[config.mk]
export PLATFORM = sky130hd
export DESIGN_NAME = md5_stream_hasher_core_flat
export DESIGN_NICKNAME = d
export VERILOG_FILES = /design/src/design/md5sh_pkg.sv /design/src/design/md5sh_if.sv /design/src/design/md5sh_round.sv /design/src/design/md5_stream_hasher_core.sv /design/src/flat_wrapper.sv
export SDC_FILE = /design/constraint.sdc
export NUM_CORES = 2
export LEC_CHECK = 0
export ABC_AREA = 0
export BUFFER_PORTS_ARGS = -buffer_cell sky130_fd_sc_hd__buf_2
export CAP_MARGIN = 20
export CORE_MARGIN = 1.5
export CORE_UTILIZATION = 43
export DETAILED_ROUTE_END_ITERATION = 10
export PLACE_DENSITY_LB_ADDON = 0.3
export SLEW_MARGIN = 25
export SYNTH_ARGS = -nofsm -noshare
export SYNTH_HDL_FRONTEND = slang
export SYNTH_HIERARCHICAL = 1
export SYNTH_SLANG_ARGS = --single-unit
[constraint.sdc]
create_clock -name clock -period 8.23 [get_ports clock]
set_input_delay 0.4115 -clock clock [delete_from_list [all_inputs] [get_ports clock]]
set_output_delay 0.4115 -clock clock [all_outputs]
set_load 0.02 [all_outputs]
[src/design/md5sh_pkg.sv]
// MD5 stream hasher shared types, constants and round tables.
package md5sh_pkg;

   localparam logic [31:0] IV_A = 32'h67452301;
   localparam logic [31:0] IV_B = 32'hefcdab89;
   localparam logic [31:0] IV_C = 32'h98badcfe;
   localparam logic [31:0] IV_D = 32'h10325476;

   localparam logic [7:0] PAD_MARK = 8'h80;
   localparam logic [5:0] LEN_POS  = 6'd56;

   typedef struct packed {
      logic [31:0] a;
      logic [31:0] b;
      logic [31:0] c;
      logic [31:0] d;
   } md5sh_abcd_type;

   localparam logic [31:0] ROUND_CONST [64] = '{
      32'hd76aa478, 32'he8c7b756, 32'h242070db, 32'hc1bdceee,
      32'hf57c0faf, 32'h4787c62a, 32'ha8304613, 32'hfd469501,
      32'h698098d8, 32'h8b44f7af, 32'hffff5bb1, 32'h895cd7be,
      32'h6b901122, 32'hfd987193, 32'ha679438e, 32'h49b40821,
      32'hf61e2562, 32'hc040b340, 32'h265e5a51, 32'he9b6c7aa,
      32'hd62f105d, 32'h02441453, 32'hd8a1e681, 32'he7d3fbc8,
      32'h21e1cde6, 32'hc33707d6, 32'hf4d50d87, 32'h455a14ed,
      32'ha9e3e905, 32'hfcefa3f8, 32'h676f02d9, 32'h8d2a4c8a,
      32'hfffa3942, 32'h8771f681, 32'h6d9d6122, 32'hfde5380c,
      32'ha4beea44, 32'h4bdecfa9, 32'hf6bb4b60, 32'hbebfbc70,
      32'h289b7ec6, 32'heaa127fa, 32'hd4ef3085, 32'h04881d05,
      32'hd9d4d039, 32'he6db99e5, 32'h1fa27cf8, 32'hc4ac5665,
      32'hf4292244, 32'h432aff97, 32'hab9423a7, 32'hfc93a039,
      32'h655b59c3, 32'h8f0ccc92, 32'hffeff47d, 32'h85845dd1,
      32'h6fa87e4f, 32'hfe2ce6e0, 32'ha3014314, 32'h4e0811a1,
      32'hf7537e82, 32'hbd3af235, 32'h2ad7d2bb, 32'heb86d391
   };

   // Block word used by round r.
   function automatic logic [3:0] msg_index(input logic [5:0] r);
      logic [3:0] r4;
      logic [3:0] idx;
      r4 = r[3:0];
      case (r[5:4])
         2'd0:    idx = r4;
         2'd1:    idx = {r4[1:0], 2'b00} + r4 + 4'd1;
         2'd2:    idx = {r4[2:0], 1'b0} + r4 + 4'd5;
         default: idx = {r4[0], 3'b000} - r4;
      endcase
      return idx;
   endfunction

   function automatic logic [4:0] round_shift(input logic [5:0] r);
      logic [4:0] s;
      case ({r[5:4], r[1:0]})
         4'h0: s = 5'd7;
         4'h1: s = 5'd12;
         4'h2: s = 5'd17;
         4'h3: s = 5'd22;
         4'h4: s = 5'd5;
         4'h5: s = 5'd9;
         4'h6: s = 5'd14;
         4'h7: s = 5'd20;
         4'h8: s = 5'd4;
         4'h9: s = 5'd11;
         4'ha: s = 5'd16;
         4'hb: s = 5'd23;
         4'hc: s = 5'd6;
         4'hd: s = 5'd10;
         4'he: s = 5'd15;
         default: s = 5'd21;
      endcase
      return s;
   endfunction

endpackage

[src/design/md5sh_if.sv]
// Valid/ready stream interfaces for the hasher's byte input and digest output.
interface md5sh_req_if;
   logic       valid;
   logic       ready;
   logic [7:0] data_byte;
   logic       has_byte;
   logic       end_of_message;

   modport source (output valid, output data_byte, output has_byte,
                   output end_of_message, input ready);
   modport sink   (input valid, input data_byte, input has_byte,
                   input end_of_message, output ready);
endinterface

interface md5sh_rsp_if;
   logic        valid;
   logic        ready;
   logic [31:0] digest_word;
   logic        digest_last;

   modport source (output valid, output digest_word, output digest_last, input ready);
   modport sink   (input valid, input digest_word, input digest_last, output ready);
endinterface

[src/design/md5sh_round.sv]
// One MD5 round step on the working registers.
module md5sh_round (
   input  logic [5:0]                 round_idx,
   input  md5sh_pkg::md5sh_abcd_type  state_in,
   input  logic [31:0]                msg_word,
   output md5sh_pkg::md5sh_abcd_type  state_out
);
   import md5sh_pkg::*;

   logic [31:0] f;
   logic [31:0] sum;
   logic [63:0] rot64;
   logic [31:0] rot;

   always_comb begin
      case (round_idx[5:4])
         2'd0:    f = (state_in.b & state_in.c) | (~state_in.b & state_in.d);
         2'd1:    f = (state_in.b & state_in.d) | (state_in.c & ~state_in.d);
         2'd2:    f = state_in.b ^ state_in.c ^ state_in.d;
         default: f = state_in.c ^ (state_in.b | ~state_in.d);
      endcase
   end

   assign sum   = state_in.a + f + ROUND_CONST[round_idx] + msg_word;
   // upper half of the doubled word shifted left is the rotate
   assign rot64 = {sum, sum} << round_shift(round_idx);
   assign rot   = rot64[63:32];

   assign state_out.a = state_in.d;
   assign state_out.b = state_in.b + rot;
   assign state_out.c = state_in.b;
   assign state_out.d = state_in.c;

endmodule

[src/design/md5_stream_hasher_core.sv]
// MD5 stream hasher: one byte per word in, four digest words out per message.
// A byte is taken when idle; a full block runs through prime, 64 rounds and fold on the
// single round unit reading the 16-word block memory.
// End of message: padding bytes, then one or two blocks, then 4 words.
// Throughput: one byte per cycle in idle; stalls during blocks, padding and digest out.
// Reset (synchronous): chaining words to the MD5 IV, position and bit count to zero.
module md5_stream_hasher_core (
   input logic       clock,
   input logic       reset,
   md5sh_req_if.sink   req,
   md5sh_rsp_if.source rsp
);
   import md5sh_pkg::*;

   localparam logic [2:0] S_IDLE  = 3'd0;
   localparam logic [2:0] S_PAD   = 3'd1;
   localparam logic [2:0] S_PRIME = 3'd2;
   localparam logic [2:0] S_ROUND = 3'd3;
   localparam logic [2:0] S_FOLD  = 3'd4;
   localparam logic [2:0] S_OUT   = 3'd5;

   localparam logic [1:0] PH_MARK = 2'd0;
   localparam logic [1:0] PH_ZERO = 2'd1;
   localparam logic [1:0] PH_LEN  = 2'd2;
   localparam logic [1:0] PH_DONE = 2'd3;

   logic [2:0]     state_ff;
   logic [1:0]     phase_ff;
   logic [2:0]     len_idx_ff;
   logic           pad_on_ff;
   logic [5:0]     pos_ff;
   logic [63:0]    bitlen_ff;
   logic [31:0]    word_ff;
   logic [5:0]     round_ff;
   logic [1:0]     out_idx_ff;
   logic [31:0]    chain_ff [4];
   md5sh_abcd_type work_ff;
   logic [31:0]    rdata_ff;
   logic [31:0]    mem [16];

   logic           req_fire;
   logic           rsp_fire;
   logic           store_en;
   logic [7:0]     store_byte;
   logic [5:0]     pos_in;
   logic [31:0]    word_in;
   logic           mem_we;
   logic           wrap;
   logic [3:0]     rd_addr;
   md5sh_abcd_type round_out;

   assign req_fire = req.valid && req.ready;
   assign rsp_fire = rsp.valid && rsp.ready;

   always_comb begin
      store_en   = 1'b0;
      store_byte = '0;
      if (state_ff == S_IDLE && req_fire && req.has_byte) begin
         store_en   = 1'b1;
         store_byte = req.data_byte;
      end else if (state_ff == S_PAD) begin
         store_en = 1'b1;
         case (phase_ff)
            PH_MARK: store_byte = PAD_MARK;
            PH_LEN:  store_byte = bitlen_ff[{len_idx_ff, 3'b000} +: 8];
            default: store_byte = '0;
         endcase
      end
   end

   assign pos_in  = pos_ff + 6'd1;
   // lane 0 starts a fresh word, the others merge into it
   assign word_in = (pos_ff[1:0] == 2'd0) ? {24'd0, store_byte}
                  : word_ff | ({24'd0, store_byte} << {pos_ff[1:0], 3'b000});
   assign mem_we  = store_en && (pos_ff[1:0] == 2'd3);
   assign wrap    = store_en && (pos_ff == 6'd63);
   // prefetch the word for the next round
   assign rd_addr = (state_ff == S_PRIME) ? msg_index(6'd0) : msg_index(round_ff + 6'd1);

   always_ff @(posedge clock) begin
      if (mem_we) begin
         mem[pos_ff[5:2]] <= word_in;
      end
      rdata_ff <= mem[rd_addr];
   end

   md5sh_round u_round (
      .round_idx (round_ff),
      .state_in  (work_ff),
      .msg_word  (rdata_ff),
      .state_out (round_out)
   );

   always_ff @(posedge clock) begin
      if (reset) begin
         state_ff    <= S_IDLE;
         phase_ff    <= PH_MARK;
         len_idx_ff  <= '0;
         pad_on_ff   <= 1'b0;
         pos_ff      <= '0;
         bitlen_ff   <= '0;
         round_ff    <= '0;
         out_idx_ff  <= '0;
         chain_ff[0] <= IV_A;
         chain_ff[1] <= IV_B;
         chain_ff[2] <= IV_C;
         chain_ff[3] <= IV_D;
      end else begin
         if (store_en) begin
            word_ff <= word_in;
            pos_ff  <= pos_in;
         end
         unique case (state_ff)
            S_IDLE: begin
               if (req_fire) begin
                  if (req.has_byte) begin
                     bitlen_ff <= bitlen_ff + 64'd8;
                  end
                  if (req.end_of_message) begin
                     pad_on_ff <= 1'b1;
                     phase_ff  <= PH_MARK;
                  end
                  if (wrap) begin
                     state_ff <= S_PRIME;
                  end else if (req.end_of_message) begin
                     state_ff <= S_PAD;
                  end
               end
            end
            S_PAD: begin
               case (phase_ff)
                  PH_MARK: phase_ff <= (pos_in == LEN_POS) ? PH_LEN : PH_ZERO;
                  PH_ZERO: begin
                     if (pos_in == LEN_POS) begin
                        phase_ff <= PH_LEN;
                     end
                  end
                  default: begin
                     len_idx_ff <= len_idx_ff + 3'd1;
                     if (len_idx_ff == 3'd7) begin
                        phase_ff <= PH_DONE;
                     end
                  end
               endcase
               if (wrap) begin
                  state_ff <= S_PRIME;
               end
            end
            S_PRIME: begin
               work_ff.a <= chain_ff[0];
               work_ff.b <= chain_ff[1];
               work_ff.c <= chain_ff[2];
               work_ff.d <= chain_ff[3];
               round_ff  <= '0;
               state_ff  <= S_ROUND;
            end
            S_ROUND: begin
               work_ff  <= round_out;
               round_ff <= round_ff + 6'd1;
               if (round_ff == 6'd63) begin
                  state_ff <= S_FOLD;
               end
            end
            S_FOLD: begin
               chain_ff[0] <= chain_ff[0] + work_ff.a;
               chain_ff[1] <= chain_ff[1] + work_ff.b;
               chain_ff[2] <= chain_ff[2] + work_ff.c;
               chain_ff[3] <= chain_ff[3] + work_ff.d;
               if (phase_ff == PH_DONE) begin
                  out_idx_ff <= '0;
                  state_ff   <= S_OUT;
               end else if (pad_on_ff) begin
                  state_ff <= S_PAD;
               end else begin
                  state_ff <= S_IDLE;
               end
            end
            S_OUT: begin
               if (rsp_fire) begin
                  out_idx_ff <= out_idx_ff + 2'd1;
                  if (out_idx_ff == 2'd3) begin
                     chain_ff[0] <= IV_A;
                     chain_ff[1] <= IV_B;
                     chain_ff[2] <= IV_C;
                     chain_ff[3] <= IV_D;
                     pos_ff      <= '0;
                     bitlen_ff   <= '0;
                     pad_on_ff   <= 1'b0;
                     phase_ff    <= PH_MARK;
                     len_idx_ff  <= '0;
                     state_ff    <= S_IDLE;
                  end
               end
            end
            default: state_ff <= S_IDLE;
         endcase
      end
   end

   assign req.ready       = (state_ff == S_IDLE);
   assign rsp.valid       = (state_ff == S_OUT);
   assign rsp.digest_word = chain_ff[out_idx_ff];
   assign rsp.digest_last = (out_idx_ff == 2'd3);

`ifndef SYNTHESIS
   a_no_overlap: assert property (@(posedge clock) disable iff (reset)
      !(req.ready && rsp.valid))
      else $error("input taken while digest pending");

   a_clean_restart: assert property (@(posedge clock) disable iff (reset)
      rsp_fire && rsp.digest_last |=> pos_ff == 6'd0 && bitlen_ff == 64'd0)
      else $error("state not cleared after digest");

   a_round_end: assert property (@(posedge clock) disable iff (reset)
      state_ff == S_ROUND && round_ff == 6'd63 |=> state_ff == S_FOLD)
      else $error("compression did not end after 64 rounds");

   a_no_write_in_rounds: assert property (@(posedge clock) disable iff (reset)
      mem_we |-> state_ff == S_IDLE || state_ff == S_PAD)
      else $error("block store written during compression");
`endif

endmodule
[src/flat_wrapper.sv]
// flat-port wrapper written by rule: the top's interface ports become plain ports
module md5_stream_hasher_core_flat import md5sh_pkg::*;
  (clock, reset, req_valid, req_data_byte, req_has_byte, req_end_of_message, req_ready, rsp_valid, rsp_digest_word, rsp_digest_last, rsp_ready);
  md5sh_req_if req_i ();
  md5sh_rsp_if rsp_i ();
  input logic clock;
  input logic reset;
  input wire logic [$bits(req_i.valid)-1:0] req_valid;
  input wire logic [$bits(req_i.data_byte)-1:0] req_data_byte;
  input wire logic [$bits(req_i.has_byte)-1:0] req_has_byte;
  input wire logic [$bits(req_i.end_of_message)-1:0] req_end_of_message;
  output wire logic [$bits(req_i.ready)-1:0] req_ready;
  output wire logic [$bits(rsp_i.valid)-1:0] rsp_valid;
  output wire logic [$bits(rsp_i.digest_word)-1:0] rsp_digest_word;
  output wire logic [$bits(rsp_i.digest_last)-1:0] rsp_digest_last;
  input wire logic [$bits(rsp_i.ready)-1:0] rsp_ready;
  assign req_i.valid = req_valid;
  assign req_i.data_byte = req_data_byte;
  assign req_i.has_byte = req_has_byte;
  assign req_i.end_of_message = req_end_of_message;
  assign req_ready = req_i.ready;
  assign rsp_valid = rsp_i.valid;
  assign rsp_digest_word = rsp_i.digest_word;
  assign rsp_digest_last = rsp_i.digest_last;
  assign rsp_i.ready = rsp_ready;
  md5_stream_hasher_core u_core (.clock(clock), .reset(reset), .req(req_i), .rsp(rsp_i));
endmodule
## Word-level counts from Yosys, hierarchy flattened

Memory sizes are Yosys's and may differ from the RTL's. A register that Yosys moved wholly into a read port is not among the register bits.
Cells that the tools add are included.

| storage, ports and cells | value |
|---|---|
| output and inout port bits | 35 |
| word-level logic and storage cells | 192 |
| input port bits | 14 |
| register bits after elaboration | 247 |
| bits in writable memories | 640 |
| memories | 4 |
| ROM bits | 2128 |

| operators by class | value |
|---|---|
| $lt $le $gt $ge | 1 |
| equality and inequality tests | 30 |
| mux-type cells | 75 |
| reductions and logical operators | 25 |
| shifts and indexed selects | 3 |
| bitwise logic cells | 23 |
| $add $sub $neg | 18 |

Memory list:

| memory | words | bits a word | rd ports | clocked after memory_dff | write ports | line | source |
|---|---|---|---|---|---|---|---|
| (name not given) | 64 | 32 | 1 | 0 | 0 | md5sh_round.sv:24 | `assign sum = state_in.a + f + ROUND_CONST[round_idx] + msg_word;` |
| u_core.mem | 16 | 32 | 1 | 1 | 1 | md5_stream_hasher_core.sv:39 | `logic [31:0] mem [16];` |
| u_core.chain_ff | 4 | 32 | 5 | 1 | 4 | md5_stream_hasher_core.sv:36 | `logic [31:0] chain_ff [4];` |
| (name not given) | 16 | 5 | 1 | 1 | 0 | md5sh_pkg.sv:54 | `case ({r[5:4], r[1:0]})` |

Operators with widths:

| operator | count |
|---|---|
| $mux W32 | 11 |
| $add A32 B32 Y32 | 8 |
| $mux W64 | 4 |
| $pmux W128 S2 | 1 |
| $and A32 B32 Y32 | 4 |
| $or A32 B32 Y32 | 4 |
| $pmux W64 S2 | 1 |
| $pmux W32 S3 | 1 |
| $xor A32 B32 Y32 | 3 |
| $add A64 B4 Y64 const B | 1 |
| $not A32 Y32 | 2 |
| $shiftx A64 B7 Y8 | 1 |
| $shl A64 B5 Y64 | 1 |
| $shl A8 B5 Y32 | 1 |
| $mux W3 | 9 |
| $mux W6 | 4 |
| $mux W2 | 11 |
| $mux W1 | 19 |
| $eq A6 B6 Y1 const B | 3 |
| $pmux W3 S6 | 1 |
| $mux W8 | 2 |
| $pmux W8 S2 | 1 |
| $add A6 B1 Y6 const B | 2 |
| $eq A2 B2 Y1 const B | 6 |
| other kinds (37) | 74 |

## Logic depth before layout (Yosys ltp)

| depth | value |
|---|---|
| word-level depth | 10 |
| gate-level depth with buffers | 42 |

## Hierarchy

Netlist, hierarchy kept.

By module, submodules not included:

| module | times used | cells each | area an instance (µm²) |
|---|---|---|---|
| md5_stream_hasher_core | 1 | 3949 | 43689.4 |
| md5sh_round | 1 | 1889 | 12904.9 |

## Worst setup path after synthesis

No wires, ideal clock.

| path | value |
|---|---|
| path type | register to register |
| from | register u_core.round_ff[4] |
| to | register u_core/work_ff[94] (netlist name), data pin |
| library setup time | 0.253 ns |
| setup slack | -0.341 ns |
| period minus slack after synthesis | 8.571 ns |
| cell stages (with the launch flop) | 40 |
| path buffers | 6 |
| arrival time | 8.318 ns |
| path through | dfxtp_1 > buf_2 > clkbuf_1 > clkbuf_1 > buf_1 > clkbuf_1 > buf_1 > a21oi_1 > fa_1 > inv_1 > fa_1 > inv_1 > ha_1 > inv_1 > fa_1 > nand2b_1 > a21oi_2 > o21ai_1 > [... 4 more ...] > mux2_2 > o211ai_2 > a31oi_1 > a21o_1 > ha_1 > a21o_1 > a21o_1 > a21oi_1 > o21ai_1 > a21o_1 > a211o_1 > a21oi_1 > o21ai_1 > a211o_1 > a21oi_1 > xnor2_1 > nand2_1 > nand2_1 |

RTL lines:

| element | line | source |
|---|---|---|
| start: declaration | md5_stream_hasher_core.sv:34 | `logic [5:0] round_ff;` |
| start signal: assignment | md5_stream_hasher_core.sv:159 | `round_ff <= round_ff + 6'd1;` |
| end signal: assignment | md5_stream_hasher_core.sv:158 | `work_ff <= round_out;` |
| end: declaration | md5_stream_hasher_core.sv:37 | `md5sh_abcd_type work_ff;` |

==> results.sh <==
export IMPL_outcome="finished clean"
export IMPL_vdd_drop_max_uv=486
export IMPL_synth_largest_area_cell="edfxtp_1"
export IMPL_drt_vias_per_instance=6.00
export IMPL_ant_nets=0
export IMPL_synth_edf_count=736
export IMPL_drcViolationCount=0
export IMPL_vias=48000
export IMPL_synth_nets=6134
export IMPL_timing_final_crit_share_pct=97.2
export IMPL_clock_root_buffer="clkbuf_16"
export IMPL_die_x_um=366
export IMPL_ys_seq_area_share_pct=45.5
export IMPL_seqCellArea_mm2=0.0258
export IMPL_yosysMostFrequentCell="nand2_1"
export IMPL_core_mm2=0.130
export IMPL_worst_slack_ns=0.230
export IMPL_synth_main_ff_cell="edfxtp_1"
export IMPL_clkTransAtPathRegs_ns=0.07
export IMPL_clock_skew_ns=0.0719
export IMPL_hold_slack_ns=0.0717
export IMPL_track_usage_pct=28.0
export IMPL_use_met2_pct=45.2
export IMPL_hold_path_class="input port to register"
export IMPL_firstDrtPassIters=6
export IMPL_antenna_found_initial=5
export IMPL_slew_headroom_pct=23.7
export IMPL_max_cap_violations=0
export IMPL_dp_final_hpwl_um=135000
export IMPL_p_per_area_mw_per_mm2=538
export IMPL_tightest_slew_ns=1.14
export IMPL_setup_violations_final=0
export IMPL_post_route_util_pct=51.9
export IMPL_leakage_uw=0.0253
export IMPL_dpl_cell_count=7776
export IMPL_layout_min_cycle_time_ns=8.00
export IMPL_syn_area_per_cell_um2=9.69
export IMPL_critical_path_top_delay_family="compound AO/OA/AOI/OAI gates"
export IMPL_grt_pass1_vias=44900
export IMPL_multi_input_area_mm2=0.0299
export IMPL_cts_hold_buf=0
export IMPL_rows=132
export IMPL_drt_iter0_markers=4669
export IMPL_critical_path_max_stage_delay_ns=0.52
export IMPL_die_area_mm2=0.134
export IMPL_cp_max_fo=5
export IMPL_gp_congestion=0.963
export IMPL_wirelength_um=194000
export IMPL_place_ws_ns=-0.531
export IMPL_yosys_top_cells_count="nand2_1, edfxtp_1, a21oi_1"
export IMPL_htreeDepth=3
export IMPL_die_height_um=366
export IMPL_cts_tree="yes"
export IMPL_final_instance_count_excl_fill=8004
export IMPL_grt_overflow_total=0
export IMPL_clkSinkCount=918
export IMPL_end_kind="register"
export IMPL_ys_top_cells_by_area="edfxtp_1, nand2_1, dfxtp_1, ha_1, a21oi_1"
export IMPL_slew_viol_final=0
export IMPL_top_usage_layer="met2"
export IMPL_layout_drive_gt1_share_pct=21.0
export IMPL_io_pin_count=49
export IMPL_port_buffer_count=48
export IMPL_use_met1_pct=39.0
export IMPL_nFillCells=11700
export IMPL_worstPathArrival_ns=8.48
export IMPL_synth_top_area_share_pct=39.1
export IMPL_critPathKind="register to register"
export IMPL_avgRoutedWirePerCell_um=24.3
export IMPL_fmax_ghz=0.125
export IMPL_async_flop_share_pct=0
export IMPL_grt_pass1_wl_um=288000
export IMPL_ys_ff_latch=918
export IMPL_use_met3_pct=3.92
export IMPL_cts_buffer_depth=3
export IMPL_reg2reg_depth=46
export IMPL_syn_to_final_growth_pct=19.2
export IMPL_min_path_cells=3
export IMPL_yosysUniqueCellTypes=113
export IMPL_startpoint_type="register"
export IMPL_insertion_delay_ns=0.76
export IMPL_nets=6469
export IMPL_cts_inserted_buffers=100
export IMPL_synth_warnings=6
export IMPL_worstPathRequired_ns=8.71
export IMPL_stdcell_area_mm2=0.0675
export IMPL_critPathBufInv=11
export IMPL_hold_viol_final=0
export IMPL_synth_area_mm2=0.0566
export IMPL_cp_num_cells=46
export IMPL_postSynthCellCount=5838
export IMPL_start_util_pct=43.5
export IMPL_grt_max_degree=176
export IMPL_cpMaxStageDelayCell="fa_1"
export IMPL_placed_cell_area_mm2=0.0619
layer usage:
layer | up-vias | routed length [um] | share of wire (%)
li1 | 22100 | - | -
met1 | 23700 | 84200 | 43
met4 | 4 | 6500 | 3.3
met5 | - | 32 | 0.016
met3 | 310 | 13700 | 7.0
met2 | 1889 | 89900 | 46
where the power goes:
group,internal (uW),switching (uW)
logic,12000,13400
clock network,2610,2000
registers,5820,501
total,20500,15900
sequential cells by signal, indices dropped and copies added (netlist names), 2 cells and up, named ones only:
register	flops
u_core/chain_ff	128
u_core/round_ff	6
u_core/word_ff	32
u_core/mem	512
u_core/work_ff	128
u_core/len_idx_ff	3
u_core/rdata_ff	32
u_core/state_ff	3
u_core/pos_ff	6
u_core/out_idx_ff	2
u_core/bitlen_ff	61
u_core/phase_ff	2
stage by stage:
step,power [uW],setup TNS (ns)
floorplan,18600,0
global placement,27500,-5.24
detailed placement,27700,-4.31
CTS,33000,0
global route,38400,-0.349
finish,36300,0
worst register-to-register path: cells and delay by family, from the launching register on:
kind                       cells  cell delay [ns]
AOI/OAI and AO/OA             20             3.26
DFF                            1             0.41
adders and majority gates      5             1.55
muxes                          2             0.32
buffers and inverters         11             1.25
and+or+nand+nor                7             0.86
xor gates and xnor gates       1             0.16
timing repair:
action / in CTS / in global routing
pin swaps: 22 / 147
buffers inserted: 8 / 31
endpoints found under the hold margin: 0 / 0
setup endpoints to repair: 14 / 19
gates resized for setup: 76 / 364
layout by cell type, fill, tap and decap left out, types with 117 or more instances in the layout:
cell	count
buf_4	579
xor2_1	117
and2_1	120
o21ai_0	170
inv_1	215
edfxtp_1	736
a21oi_1	391
nand2_1	982
nor2_1	288
a31oi_1	143
a211oi_1	213
ha_1	182
dfxtp_1	175
area by class of cell:
class / count / area share (%)
multi-input combinational: 4245 / 44.3
sequential: 918 / 38.2
timing repair buffer: 680 / 7.97
clock buffer: 141 / 4.14
tap: 1742 / 3.23
inverter: 228 / 1.30
clock inverter: 49 / 0.857
antenna: 1 / 0.00371
cell families (layout without fill, tap and decap cells):
kind of cell / after synthesis / in the layout / share of synthesized area [%]
adders and majority gates: 314 / 314 / 7.69
other: 0 / 1 / 0
DFF: 918 / 918 / 45.5
buffers and inverters: 675 / 1098 / 5.28
and+or+nand+nor: 1962 / 1962 / 15.5
AOI/OAI and AO/OA: 1595 / 1595 / 18.7
muxes: 133 / 133 / 3.57
xor gates and xnor gates: 241 / 241 / 3.78
final timing paths:
path | startpoint | endpoint | slack [ns]
worst max-delay path | u_core/round_ff[1] | u_core/work_ff[84] | 0.23
worst min-delay path | req_valid | u_core/state_ff[0] | 0.07
worst max register to register | u_core/round_ff[1] | u_core/work_ff[84] | 0.23
worst min register to register | u_core/chain_ff[3][13] | u_core/chain_ff[3][13] | 0.49
Power figures use the tool's default switching activity.
